File: src/rtl/climate_hysteresis_controller_macros.svh
// Assertion macros shared by the climate hysteresis controller modules
`ifndef CLIMATE_HYSTERESIS_CONTROLLER_MACROS_SVH
`define CLIMATE_HYSTERESIS_CONTROLLER_MACROS_SVH

// same-cycle implication, sampled on clk, off during reset
`define CHC_ASSERT_NOW(label, ante, cons, msg) \
    label: assert property (@(posedge clk) disable iff (!rst_n) (ante) |-> (cons)) \
        else $error(msg);

// next-cycle implication, sampled on clk, off during reset
`define CHC_ASSERT_NEXT(label, ante, cons, msg) \
    label: assert property (@(posedge clk) disable iff (!rst_n) (ante) |=> (cons)) \
        else $error(msg);

`endif

File: src/rtl/chc_pkg.sv
// Types and constants of the climate hysteresis controller
package chc_pkg;

    localparam int PADDR_W = 5;
    localparam int PDATA_W = 32;

    localparam logic [2:0] REG_LIGHT_THRESHOLD = 3'd0;
    localparam logic [2:0] REG_TEMP_LOW        = 3'd1;
    localparam logic [2:0] REG_TEMP_HIGH       = 3'd2;
    localparam logic [2:0] REG_HUMID_LOW       = 3'd3;
    localparam logic [2:0] REG_HUMID_HIGH      = 3'd4;
    localparam logic [2:0] REG_HEAT_MAX_ON     = 3'd5;
    localparam logic [2:0] REG_COOLDOWN        = 3'd6;

    localparam logic [1:0] MODE_OFF  = 2'd0;
    localparam logic [1:0] MODE_HEAT = 2'd1;
    localparam logic [1:0] MODE_COOL = 2'd2;

    localparam logic signed [12:0] TEMP_HYST  = 13'sd5;
    localparam logic signed [11:0] HUMID_HYST = 12'sd20;
    localparam logic [7:0]         LED_FULL   = 8'd255;
    localparam logic [7:0]         LED_OFF    = 8'd0;

    typedef struct packed {
        logic signed [11:0] temperature;
        logic [9:0]         humidity;
        logic [15:0]        light_level;
        logic [31:0]        now_ms;
    } chc_in_t;

    typedef struct packed {
        logic       relay_power;
        logic       relay_polarity;
        logic [1:0] peltier_state;
        logic       cooldown_flag;
        logic       humidifier_pulse;
        logic       humidifier_active;
        logic [7:0] led_level;
    } chc_out_t;

    typedef struct packed {
        logic [15:0]        light_threshold;
        logic signed [11:0] temp_low_limit;
        logic signed [11:0] temp_high_limit;
        logic [9:0]         humid_low_limit;
        logic [9:0]         humid_high_limit;
        logic [31:0]        heat_max_on_ms;
        logic [31:0]        cooldown_ms;
    } chc_cfg_t;

endpackage

File: src/rtl/chc_regs.sv
// APB configuration register file of the climate hysteresis controller
module chc_regs (
    input  logic                        clk,
    input  logic                        rst_n,
    input  logic                        psel,
    input  logic                        penable,
    input  logic                        pwrite,
    input  logic [chc_pkg::PADDR_W-1:0] paddr,
    input  logic [chc_pkg::PDATA_W-1:0] pwdata,
    output logic [chc_pkg::PDATA_W-1:0] prdata,
    output chc_pkg::chc_cfg_t           cfg
);
    import chc_pkg::*;

    chc_cfg_t   cfg_reg;
    logic       wr_en;
    logic [2:0] idx;

    assign idx   = paddr[PADDR_W-1:2];
    assign wr_en = psel && penable && pwrite;
    assign cfg   = cfg_reg;

    always_ff @(posedge clk or negedge rst_n)
    begin
        if (!rst_n)
        begin
            cfg_reg.light_threshold  <= 16'd1000;
            cfg_reg.temp_low_limit   <= 12'sd200;
            cfg_reg.temp_high_limit  <= 12'sd300;
            cfg_reg.humid_low_limit  <= 10'd600;
            cfg_reg.humid_high_limit <= 10'd900;
            cfg_reg.heat_max_on_ms   <= 32'd600000;
            cfg_reg.cooldown_ms      <= 32'd300000;
        end
        else if (wr_en)
        begin
            unique case (idx)
                REG_LIGHT_THRESHOLD: cfg_reg.light_threshold  <= pwdata[15:0];
                REG_TEMP_LOW:        cfg_reg.temp_low_limit   <= $signed(pwdata[11:0]);
                REG_TEMP_HIGH:       cfg_reg.temp_high_limit  <= $signed(pwdata[11:0]);
                REG_HUMID_LOW:       cfg_reg.humid_low_limit  <= pwdata[9:0];
                REG_HUMID_HIGH:      cfg_reg.humid_high_limit <= pwdata[9:0];
                REG_HEAT_MAX_ON:     cfg_reg.heat_max_on_ms   <= pwdata;
                REG_COOLDOWN:        cfg_reg.cooldown_ms      <= pwdata;
                default:             ;
            endcase
        end
    end

    always_comb
    begin
        unique case (idx)
            REG_LIGHT_THRESHOLD: prdata = {16'd0, cfg_reg.light_threshold};
            REG_TEMP_LOW:        prdata = {20'd0, cfg_reg.temp_low_limit};
            REG_TEMP_HIGH:       prdata = {20'd0, cfg_reg.temp_high_limit};
            REG_HUMID_LOW:       prdata = {22'd0, cfg_reg.humid_low_limit};
            REG_HUMID_HIGH:      prdata = {22'd0, cfg_reg.humid_high_limit};
            REG_HEAT_MAX_ON:     prdata = cfg_reg.heat_max_on_ms;
            REG_COOLDOWN:        prdata = cfg_reg.cooldown_ms;
            default:             prdata = '0;
        endcase
    end

endmodule

File: src/rtl/chc_step.sv
// Controller state and per-sample decision logic
`include "climate_hysteresis_controller_macros.svh"

module chc_step #(
    parameter int TIME_BITS = 32
) (
    input  logic              clk,
    input  logic              rst_n,
    input  logic              advance,
    input  chc_pkg::chc_in_t  sample,
    input  chc_pkg::chc_cfg_t cfg,
    output chc_pkg::chc_out_t res
);
    import chc_pkg::*;

    localparam int CMP_W = (TIME_BITS > 32) ? TIME_BITS : 32;

    logic [1:0]           mode_reg, mode_next;
    logic [TIME_BITS-1:0] pstart_reg, pstart_next;
    logic                 cd_reg, cd_next;
    logic [TIME_BITS-1:0] cdstart_reg, cdstart_next;
    logic                 hum_reg, hum_next;

    logic [CMP_W-1:0]     now_w;
    logic [TIME_BITS-1:0] now_t;
    logic [TIME_BITS-1:0] el_heat;
    logic [TIME_BITS-1:0] el_cool;
    logic                 heat_to;
    logic [1:0]           mode_mid;
    logic                 cd_mid;
    logic signed [12:0]   temp_x, temp_lo, temp_hi;
    logic signed [11:0]   humid_x, humid_lo, humid_hi;
    logic                 too_cold, too_hot, too_dry, too_wet;
    logic                 pulse;

    assign now_w = CMP_W'(sample.now_ms);
    assign now_t = now_w[TIME_BITS-1:0];

    assign el_heat = now_t - pstart_reg;
    assign heat_to = (mode_reg == MODE_HEAT) &&
                     (CMP_W'(el_heat) >= CMP_W'(cfg.heat_max_on_ms));
    // a fresh timeout restarts the cooldown at now, so its elapsed time is zero
    assign el_cool = heat_to ? '0 : (now_t - cdstart_reg);

    assign mode_mid     = heat_to ? MODE_OFF : mode_reg;
    assign cd_mid       = heat_to || cd_reg;
    assign cdstart_next = heat_to ? now_t : cdstart_reg;
    assign cd_next      = cd_mid && (CMP_W'(el_cool) < CMP_W'(cfg.cooldown_ms));

    assign temp_x   = $signed({sample.temperature[11], sample.temperature});
    assign temp_lo  = $signed({cfg.temp_low_limit[11], cfg.temp_low_limit}) - TEMP_HYST;
    assign temp_hi  = $signed({cfg.temp_high_limit[11], cfg.temp_high_limit}) + TEMP_HYST;
    assign too_cold = temp_x < temp_lo;
    assign too_hot  = temp_x > temp_hi;

    assign humid_x  = $signed({2'b00, sample.humidity});
    assign humid_lo = $signed({2'b00, cfg.humid_low_limit}) - HUMID_HYST;
    assign humid_hi = $signed({2'b00, cfg.humid_high_limit}) + HUMID_HYST;
    assign too_dry  = humid_x < humid_lo;
    assign too_wet  = humid_x > humid_hi;

    always_comb
    begin
        mode_next   = mode_mid;
        pstart_next = pstart_reg;
        priority if (too_cold)
        begin
            if (mode_mid != MODE_HEAT && !cd_next)
            begin
                mode_next   = MODE_HEAT;
                pstart_next = now_t;
            end
        end
        else if (too_hot)
        begin
            if (mode_mid != MODE_COOL)
            begin
                mode_next   = MODE_COOL;
                pstart_next = now_t;
            end
        end
        else
        begin
            mode_next = MODE_OFF;
        end
    end

    always_comb
    begin
        pulse    = 1'b0;
        hum_next = hum_reg;
        priority if (too_dry && !hum_reg)
        begin
            pulse    = 1'b1;
            hum_next = 1'b1;
        end
        else if (too_wet && hum_reg)
        begin
            pulse    = 1'b1;
            hum_next = 1'b0;
        end
        else
        begin
            pulse    = 1'b0;
            hum_next = hum_reg;
        end
    end

    always_ff @(posedge clk or negedge rst_n)
    begin
        if (!rst_n)
        begin
            mode_reg    <= MODE_OFF;
            pstart_reg  <= '0;
            cd_reg      <= 1'b0;
            cdstart_reg <= '0;
            hum_reg     <= 1'b0;
        end
        else if (advance)
        begin
            mode_reg    <= mode_next;
            pstart_reg  <= pstart_next;
            cd_reg      <= cd_next;
            cdstart_reg <= cdstart_next;
            hum_reg     <= hum_next;
        end
    end

    assign res.relay_power       = (mode_next != MODE_OFF);
    assign res.relay_polarity    = (mode_next == MODE_HEAT);
    assign res.peltier_state     = mode_next;
    assign res.cooldown_flag     = cd_next;
    assign res.humidifier_pulse  = pulse;
    assign res.humidifier_active = hum_next;
    assign res.led_level         = (sample.light_level < cfg.light_threshold) ? LED_FULL
                                                                               : LED_OFF;

    `CHC_ASSERT_NOW(a_no_heat_in_cooldown,
        advance && mode_next == MODE_HEAT && mode_reg != MODE_HEAT, !cd_next,
        "heating entered while cooldown active")
    `CHC_ASSERT_NEXT(a_start_on_entry,
        advance && mode_next != MODE_OFF && mode_next != mode_reg,
        pstart_reg == $past(now_t), "start time not taken on mode entry")
    `CHC_ASSERT_NEXT(a_pulse_flips,
        advance && pulse, hum_reg != $past(hum_reg),
        "humidifier pulse without state flip")

endmodule

File: src/rtl/climate_hysteresis_controller.sv
// Top level of the climate hysteresis controller: word registers and handshake
//
// Usage:
//   Sample channel (sample_valid/sample_ready/sample): one sensor word per
//   transfer with temperature, humidity, light level and a ms timestamp.
//   Result channel (result_valid/result_ready/result): one word per sample
//   with relay drives, Peltier mode, cooldown flag, humidifier pulse and
//   state, and LED level.
//   APB port: seven registers at byte addresses 0, 4, ... 24; pready is
//   always high, reads return the stored value. Write only while idle.
// Order: a sample taken is held in the input register and its result is
//   registered in the result register once that register is free.
// Throughput: one word per cycle while results are taken, set by the single
//   decision pass between the input register and the result register.
// Reset: the decision state clears, registers take their defaults, both channels
//   come up empty.
// Stall: a held result keeps its value; one more sample waits in the input
//   register, then sample_ready drops until the result is taken.
`include "climate_hysteresis_controller_macros.svh"

module climate_hysteresis_controller #(
    parameter int TIME_BITS = 32
) (
    input  logic                        clk,
    input  logic                        rst_n,
    input  logic                        sample_valid,
    output logic                        sample_ready,
    input  chc_pkg::chc_in_t            sample,
    output logic                        result_valid,
    input  logic                        result_ready,
    output chc_pkg::chc_out_t           result,
    input  logic                        psel,
    input  logic                        penable,
    input  logic                        pwrite,
    input  logic [chc_pkg::PADDR_W-1:0] paddr,
    input  logic [chc_pkg::PDATA_W-1:0] pwdata,
    output logic [chc_pkg::PDATA_W-1:0] prdata,
    output logic                        pready
);
    import chc_pkg::*;

    chc_cfg_t cfg;
    chc_in_t  in_reg;
    logic     in_valid_reg;
    chc_out_t out_reg, out_next;
    logic     out_valid_reg;
    logic     advance;

    assign pready       = 1'b1;
    assign advance      = in_valid_reg && (!out_valid_reg || result_ready);
    assign sample_ready = !in_valid_reg || advance;
    assign result_valid = out_valid_reg;
    assign result       = out_reg;

    chc_regs u_regs (
        .clk     (clk),
        .rst_n   (rst_n),
        .psel    (psel),
        .penable (penable),
        .pwrite  (pwrite),
        .paddr   (paddr),
        .pwdata  (pwdata),
        .prdata  (prdata),
        .cfg     (cfg)
    );

    chc_step #(
        .TIME_BITS (TIME_BITS)
    ) u_step (
        .clk     (clk),
        .rst_n   (rst_n),
        .advance (advance),
        .sample  (in_reg),
        .cfg     (cfg),
        .res     (out_next)
    );

    always_ff @(posedge clk or negedge rst_n)
    begin
        if (!rst_n)
        begin
            in_valid_reg  <= 1'b0;
            out_valid_reg <= 1'b0;
        end
        else
        begin
            if (sample_ready)
            begin
                in_valid_reg <= sample_valid;
            end
            if (advance)
            begin
                out_valid_reg <= 1'b1;
            end
            else if (result_ready)
            begin
                out_valid_reg <= 1'b0;
            end
        end
    end

    always_ff @(posedge clk)
    begin
        if (sample_valid && sample_ready)
        begin
            in_reg <= sample;
        end
        if (advance)
        begin
            out_reg <= out_next;
        end
    end

    `CHC_ASSERT_NOW(a_polarity_heat,
        out_valid_reg && out_reg.relay_polarity,
        out_reg.relay_power && out_reg.peltier_state == MODE_HEAT,
        "polarity relay set outside heating")
    `CHC_ASSERT_NOW(a_led_levels,
        out_valid_reg, out_reg.led_level == LED_FULL || out_reg.led_level == LED_OFF,
        "LED level not full or off")
    `CHC_ASSERT_NEXT(a_input_held,
        in_valid_reg && out_valid_reg && !result_ready,
        in_valid_reg && $stable(in_reg), "waiting sample lost during stall")

endmodule

File: config.mk
export PLATFORM = sky130hd
export DESIGN_NAME = climate_hysteresis_controller
export DESIGN_NICKNAME = d
export VERILOG_FILES = /design/src/rtl/chc_pkg.sv /design/src/rtl/chc_regs.sv /design/src/rtl/chc_step.sv /design/src/rtl/climate_hysteresis_controller.sv
export VERILOG_INCLUDE_DIRS = /design/src /design/src/rtl
export SDC_FILE = /design/constraint.sdc
export NUM_CORES = 1
export LEC_CHECK = 0
export BUFFER_PORTS_ARGS = -buffer_cell sky130_fd_sc_hd__buf_2
export CAP_MARGIN = 20
export CORE_MARGIN = 3
export CORE_UTILIZATION = 55
export DETAILED_ROUTE_END_ITERATION = 10
export MAX_ROUTING_LAYER = met4
export PLACE_DENSITY = 0.76
export SYNTH_ARGS = -nofsm -noshare
export SYNTH_HDL_FRONTEND = slang
export SYNTH_SLANG_ARGS = --single-unit
File: constraint.sdc
create_clock -name clk -period 6.21 [get_ports clk]
set_input_delay 0.621 -clock clk [delete_from_list [all_inputs] [get_ports clk]]
set_output_delay 0.621 -clock clk [all_outputs]
set_load 0.02 [all_outputs]
==> summary.txt <==
Setup path
  • Critical path depth in cells: 30
  • Crit end category: flop
  • Crit Path Class: flop to flop
  • Slowest cell on the critical path: edfxtp_1
  • Worst-path maximum fanout: 6
  • Worst Path Required: roughly 6.6 ns
  • CP top delay family: simple AND/OR/NAND/NOR gates
  • Worst R2R Start: in_reg[13]$_DFFE_PP_
  • Crit path to: u_step.pstart_reg[10]$_DFFE_PN0P_
  • Startpoint types: flop
  • FF-to-FF End: u_step.pstart_reg[10]$_DFFE_PN0P_
  • Most used cell, CP: ha_1
  • CP bufs+invs: 2
  • R2R depth: 30
  • Reg2Reg Setup Slack: -0.89 ns
  • Worst path max stage delay: ~0.43 ns
  • Critical Path AT: ~7.5 ns
  • Worst setup path start: in_reg[13]$_DFFE_PP_

Drt
  • Routed Antenna Nets: 0
  • Via/cell ratio: between 5 and 6
  • Total wire length: ~54 mm
  • WL per Instance: approximately 21 um
  • DRC viols: 0
  • DRT Pass-1 Iters: 5
  • 1st-iter DRT viols: between 1000 and 1500
  • Via count: between 15000 and 20000

Synthesis
  • Share of the synthesized area in the top cell type: between 20% and 30%
  • Sequential share of the synthesized area: 40.55%
  • Biggest area consumer among synthesized cells: dfrtp_1
  • Ranking of synthesized cells by area: dfrtp_1, ha_1, edfxtp_1, mux2_2, dfstp_2
  • Count leader, synth: nand2_1
  • EDFF count, synth: about 80
  • Netlist cell types: about 80
  • Number of synthesized register bits: about 270
  • Syn_area_per_cell: 9.755 sq um
  • Synth Instances: roughly 1800
  • Post-synth top flop: dfrtp_1
  • Most common library cells after synthesis: nand2_1, ha_1, inv_1
  • Cell Area, Synth: roughly 18000 sq um
  • Synth Warn #: 0
  • Post-Syn Nets: approximately 2100
  • Fraction of registers with async set/reset: between 70% and 80%

Floorplan
  • Effective utilization at floorplan: between 50% and 60%
  • Die height: 186.2 um
  • Ports: roughly 160
  • Total core area: about 32000 sq um
  • Die span in x: 186.2 um
  • DIE AREA: roughly 35000 sq um
  • Num rows: 65

STA
  • Hold Vio Cnt, Final: 0
  • Min Tclk post-route: 7.098 ns
  • Final Cycle Share: 114.3%
  • Slew HR: a little under a third
  • Worst slew pin tran: between 1 and 1.5 ns
  • RSZ-0062 raised after global routing: yes
  • Max-slew violations: 0
  • Final setup violating endpoints: 40
  • Worst Skew: 0.01881 ns
  • Fmax: between 0.1 and 0.15 GHz
  • Post-route worst setup slack: -0.8881 ns
  • Final hold slack: around 0.14 ns

Clock tree
  • Reg clk slew, reported paths: 0.06 ns
  • CTS root buffer: clkbuf_16
  • CTS tree: built
  • Num CTS Buffers: 34
  • CTS H-Tree Depth: 2
  • TritonCTS sink count: 272
  • CTS max path bufs: 3
  • Clock Latency Late Sink: around 0.53 ns

Finish
  • Layout cell share with drive strength beyond 1: a little under a third
  • Max reg flops: 124
  • Filler instances: ~2300
  • Area Growth Syn to Fin: 25.85%
  • Nets: 2452

Placed design
  • Setup WS pre-CTS: -0.8042 ns
  • Final Wtd Congestion: around 0.95
  • PortBufs: 160
  • Sum of net half-perimeters after detailed placement: 37.04 mm

Global routing
  • GRT Total Usage: between 30% and 40%
  • Global routing usage on met1: between 40% and 50%
  • Vias in the first global route: 14980
  • Grt total ovfl: 0
  • Met3 Track Usage GR: around 4.5%
  • Pin count of the biggest net entering global routing: 86
  • M2 GR Usage: between 40% and 50%
  • GR peak layer: met2
  • Initial antenna violation count: 0
  • Global-route wire length before repair: between 80 and 90 mm

Power
  • Worst vdd ir: 0.3234 mV
  • Net switching power: roughly 4.7 mW
  • P_int: 6.593 mW
  • Combinational power share: 58.1%
  • P per Cell Area: around 500 nW/um^2
  • Flop pwr share: 23.9%
  • Clock power frac: between 10% and 20%
  • Leak: around 10 nW
  • Net Sw Frac: around two fifths

Run
  • Max Cap Viol: 0

Run status
  • Violated checks: negative setup slack
  • Status: complete, but fails checks

Hold path
  • HP Class: input port to async pin
[worst min-delay path by stage]
| stage | end | slack (ns) | cells after the start |
|---|---|---|---|
| 2_1_floorplan | in_valid_reg$_DFFE_PN0N_ | 0.33 | 0 |
| 3_3_place_gp | u_step.cdstart_reg[15]$_DFFE_PN0P_ | 0.49 | 1 |
| 3_5_place_dp | u_step.cdstart_reg[12]$_DFFE_PN0P_ | 0.50 | 1 |
| 4_1_cts | u_regs.cfg[49]$_DFFE_PN0P_ | 0.16 | 1 |
| 5_1_grt | u_regs.cfg[58]$_DFFE_PN0P_ | 0.19 | 1 |
| 6_report | u_regs.cfg[57]$_DFFE_PN0P_ | 0.14 | 1 |
[routing by layer]
layer	up-vias	wire, um
met2	618	24910
li1	7235	-
met4	0	1825
met3	133	3611
met5	-	0
met1	7478	23410
[cells by family after synthesis]
group | synth area share [%]
other | 0.02099
AND/OR/NAND/NOR | 10.76
adder cells (fa/ha/maj) | 13.39
buffers and inverters | 5.737
XOR/XNOR | 3.972
multiplexers | 7.096
AO/OA/AOI/OAI | 18.47
flip-flops | 40.55
[timing repair]
action / in CTS / in global routing
endpoints found under the setup margin: 40 / 40
pin swaps: 26 / 26
hold buffers: 0 / 0
buffers inserted: 25 / 9
resized for setup: 51 / 46
cloned: 7 / 6
[per-stage QoR]
step                instances  power, mW  util, %  area, sq um  TNS, ns
floorplan                1831      6.405        -        18090   -1.736
detailed placement       2502      8.229    63.76        20270   -29.59
finish                   2610      11.33    70.69        22480   -31.52
global placement         2502      8.019    63.76        20270   -22.06
CTS                      2596      10.79    69.37        22060   -22.98
global route             2609      12.03    70.69        22480   -41.24
[layout make-up]
cell class                 count  area [sq um]  area share (%)
antenna                        1         2.502         0.01113
clock buffer                  48          1006           4.475
clock inverter                14         147.6          0.6568
inverter                     182         683.2           3.039
multi-input combinational   1305         10270           45.70
sequential                   272          7243           32.22
tap                          435         544.3           2.421
timing repair buffer         353          2581           11.48
[power groups by stage]
stage	registers, mW	logic, mW	clock network (mW)
floorplan	2.63	3.78	0
CTS	2.68	6.04	2.06
global placement	2.68	5.34	0
global route	2.75	7.15	2.14
finish	2.70	6.58	2.05
detailed placement	2.70	5.53	0
[placed cells by master, fill, tap and decap left out, types with 7 or more instances in the layout]
cell type	netlist	layout
a21o_1	58	58
a21oi_1	87	79
a21oi_2	1	7
a22oi_1	8	8
a31oi_1	9	8
buf_12	0	9
buf_2	6	159
buf_4	11	168
clkbuf_16	0	41
clkbuf_8	0	7
dfrtp_1	157	157
dfstp_2	37	37
edfxtp_1	78	78
ha_1	188	182
inv_1	181	178
mux2_2	91	91
mux2i_1	13	13
nand2_1	209	204
nand2b_1	16	16
nand3_1	28	26
nand4_1	25	25
nor2_1	78	74
nor2b_1	16	16
nor3_1	19	16
o211ai_1	35	35
o21a_1	23	21
o21ai_0	142	140
o21bai_1	12	11
o221ai_2	0	27
xnor2_1	46	45
xor2_1	35	35
Power figures use the tool's default switching activity.
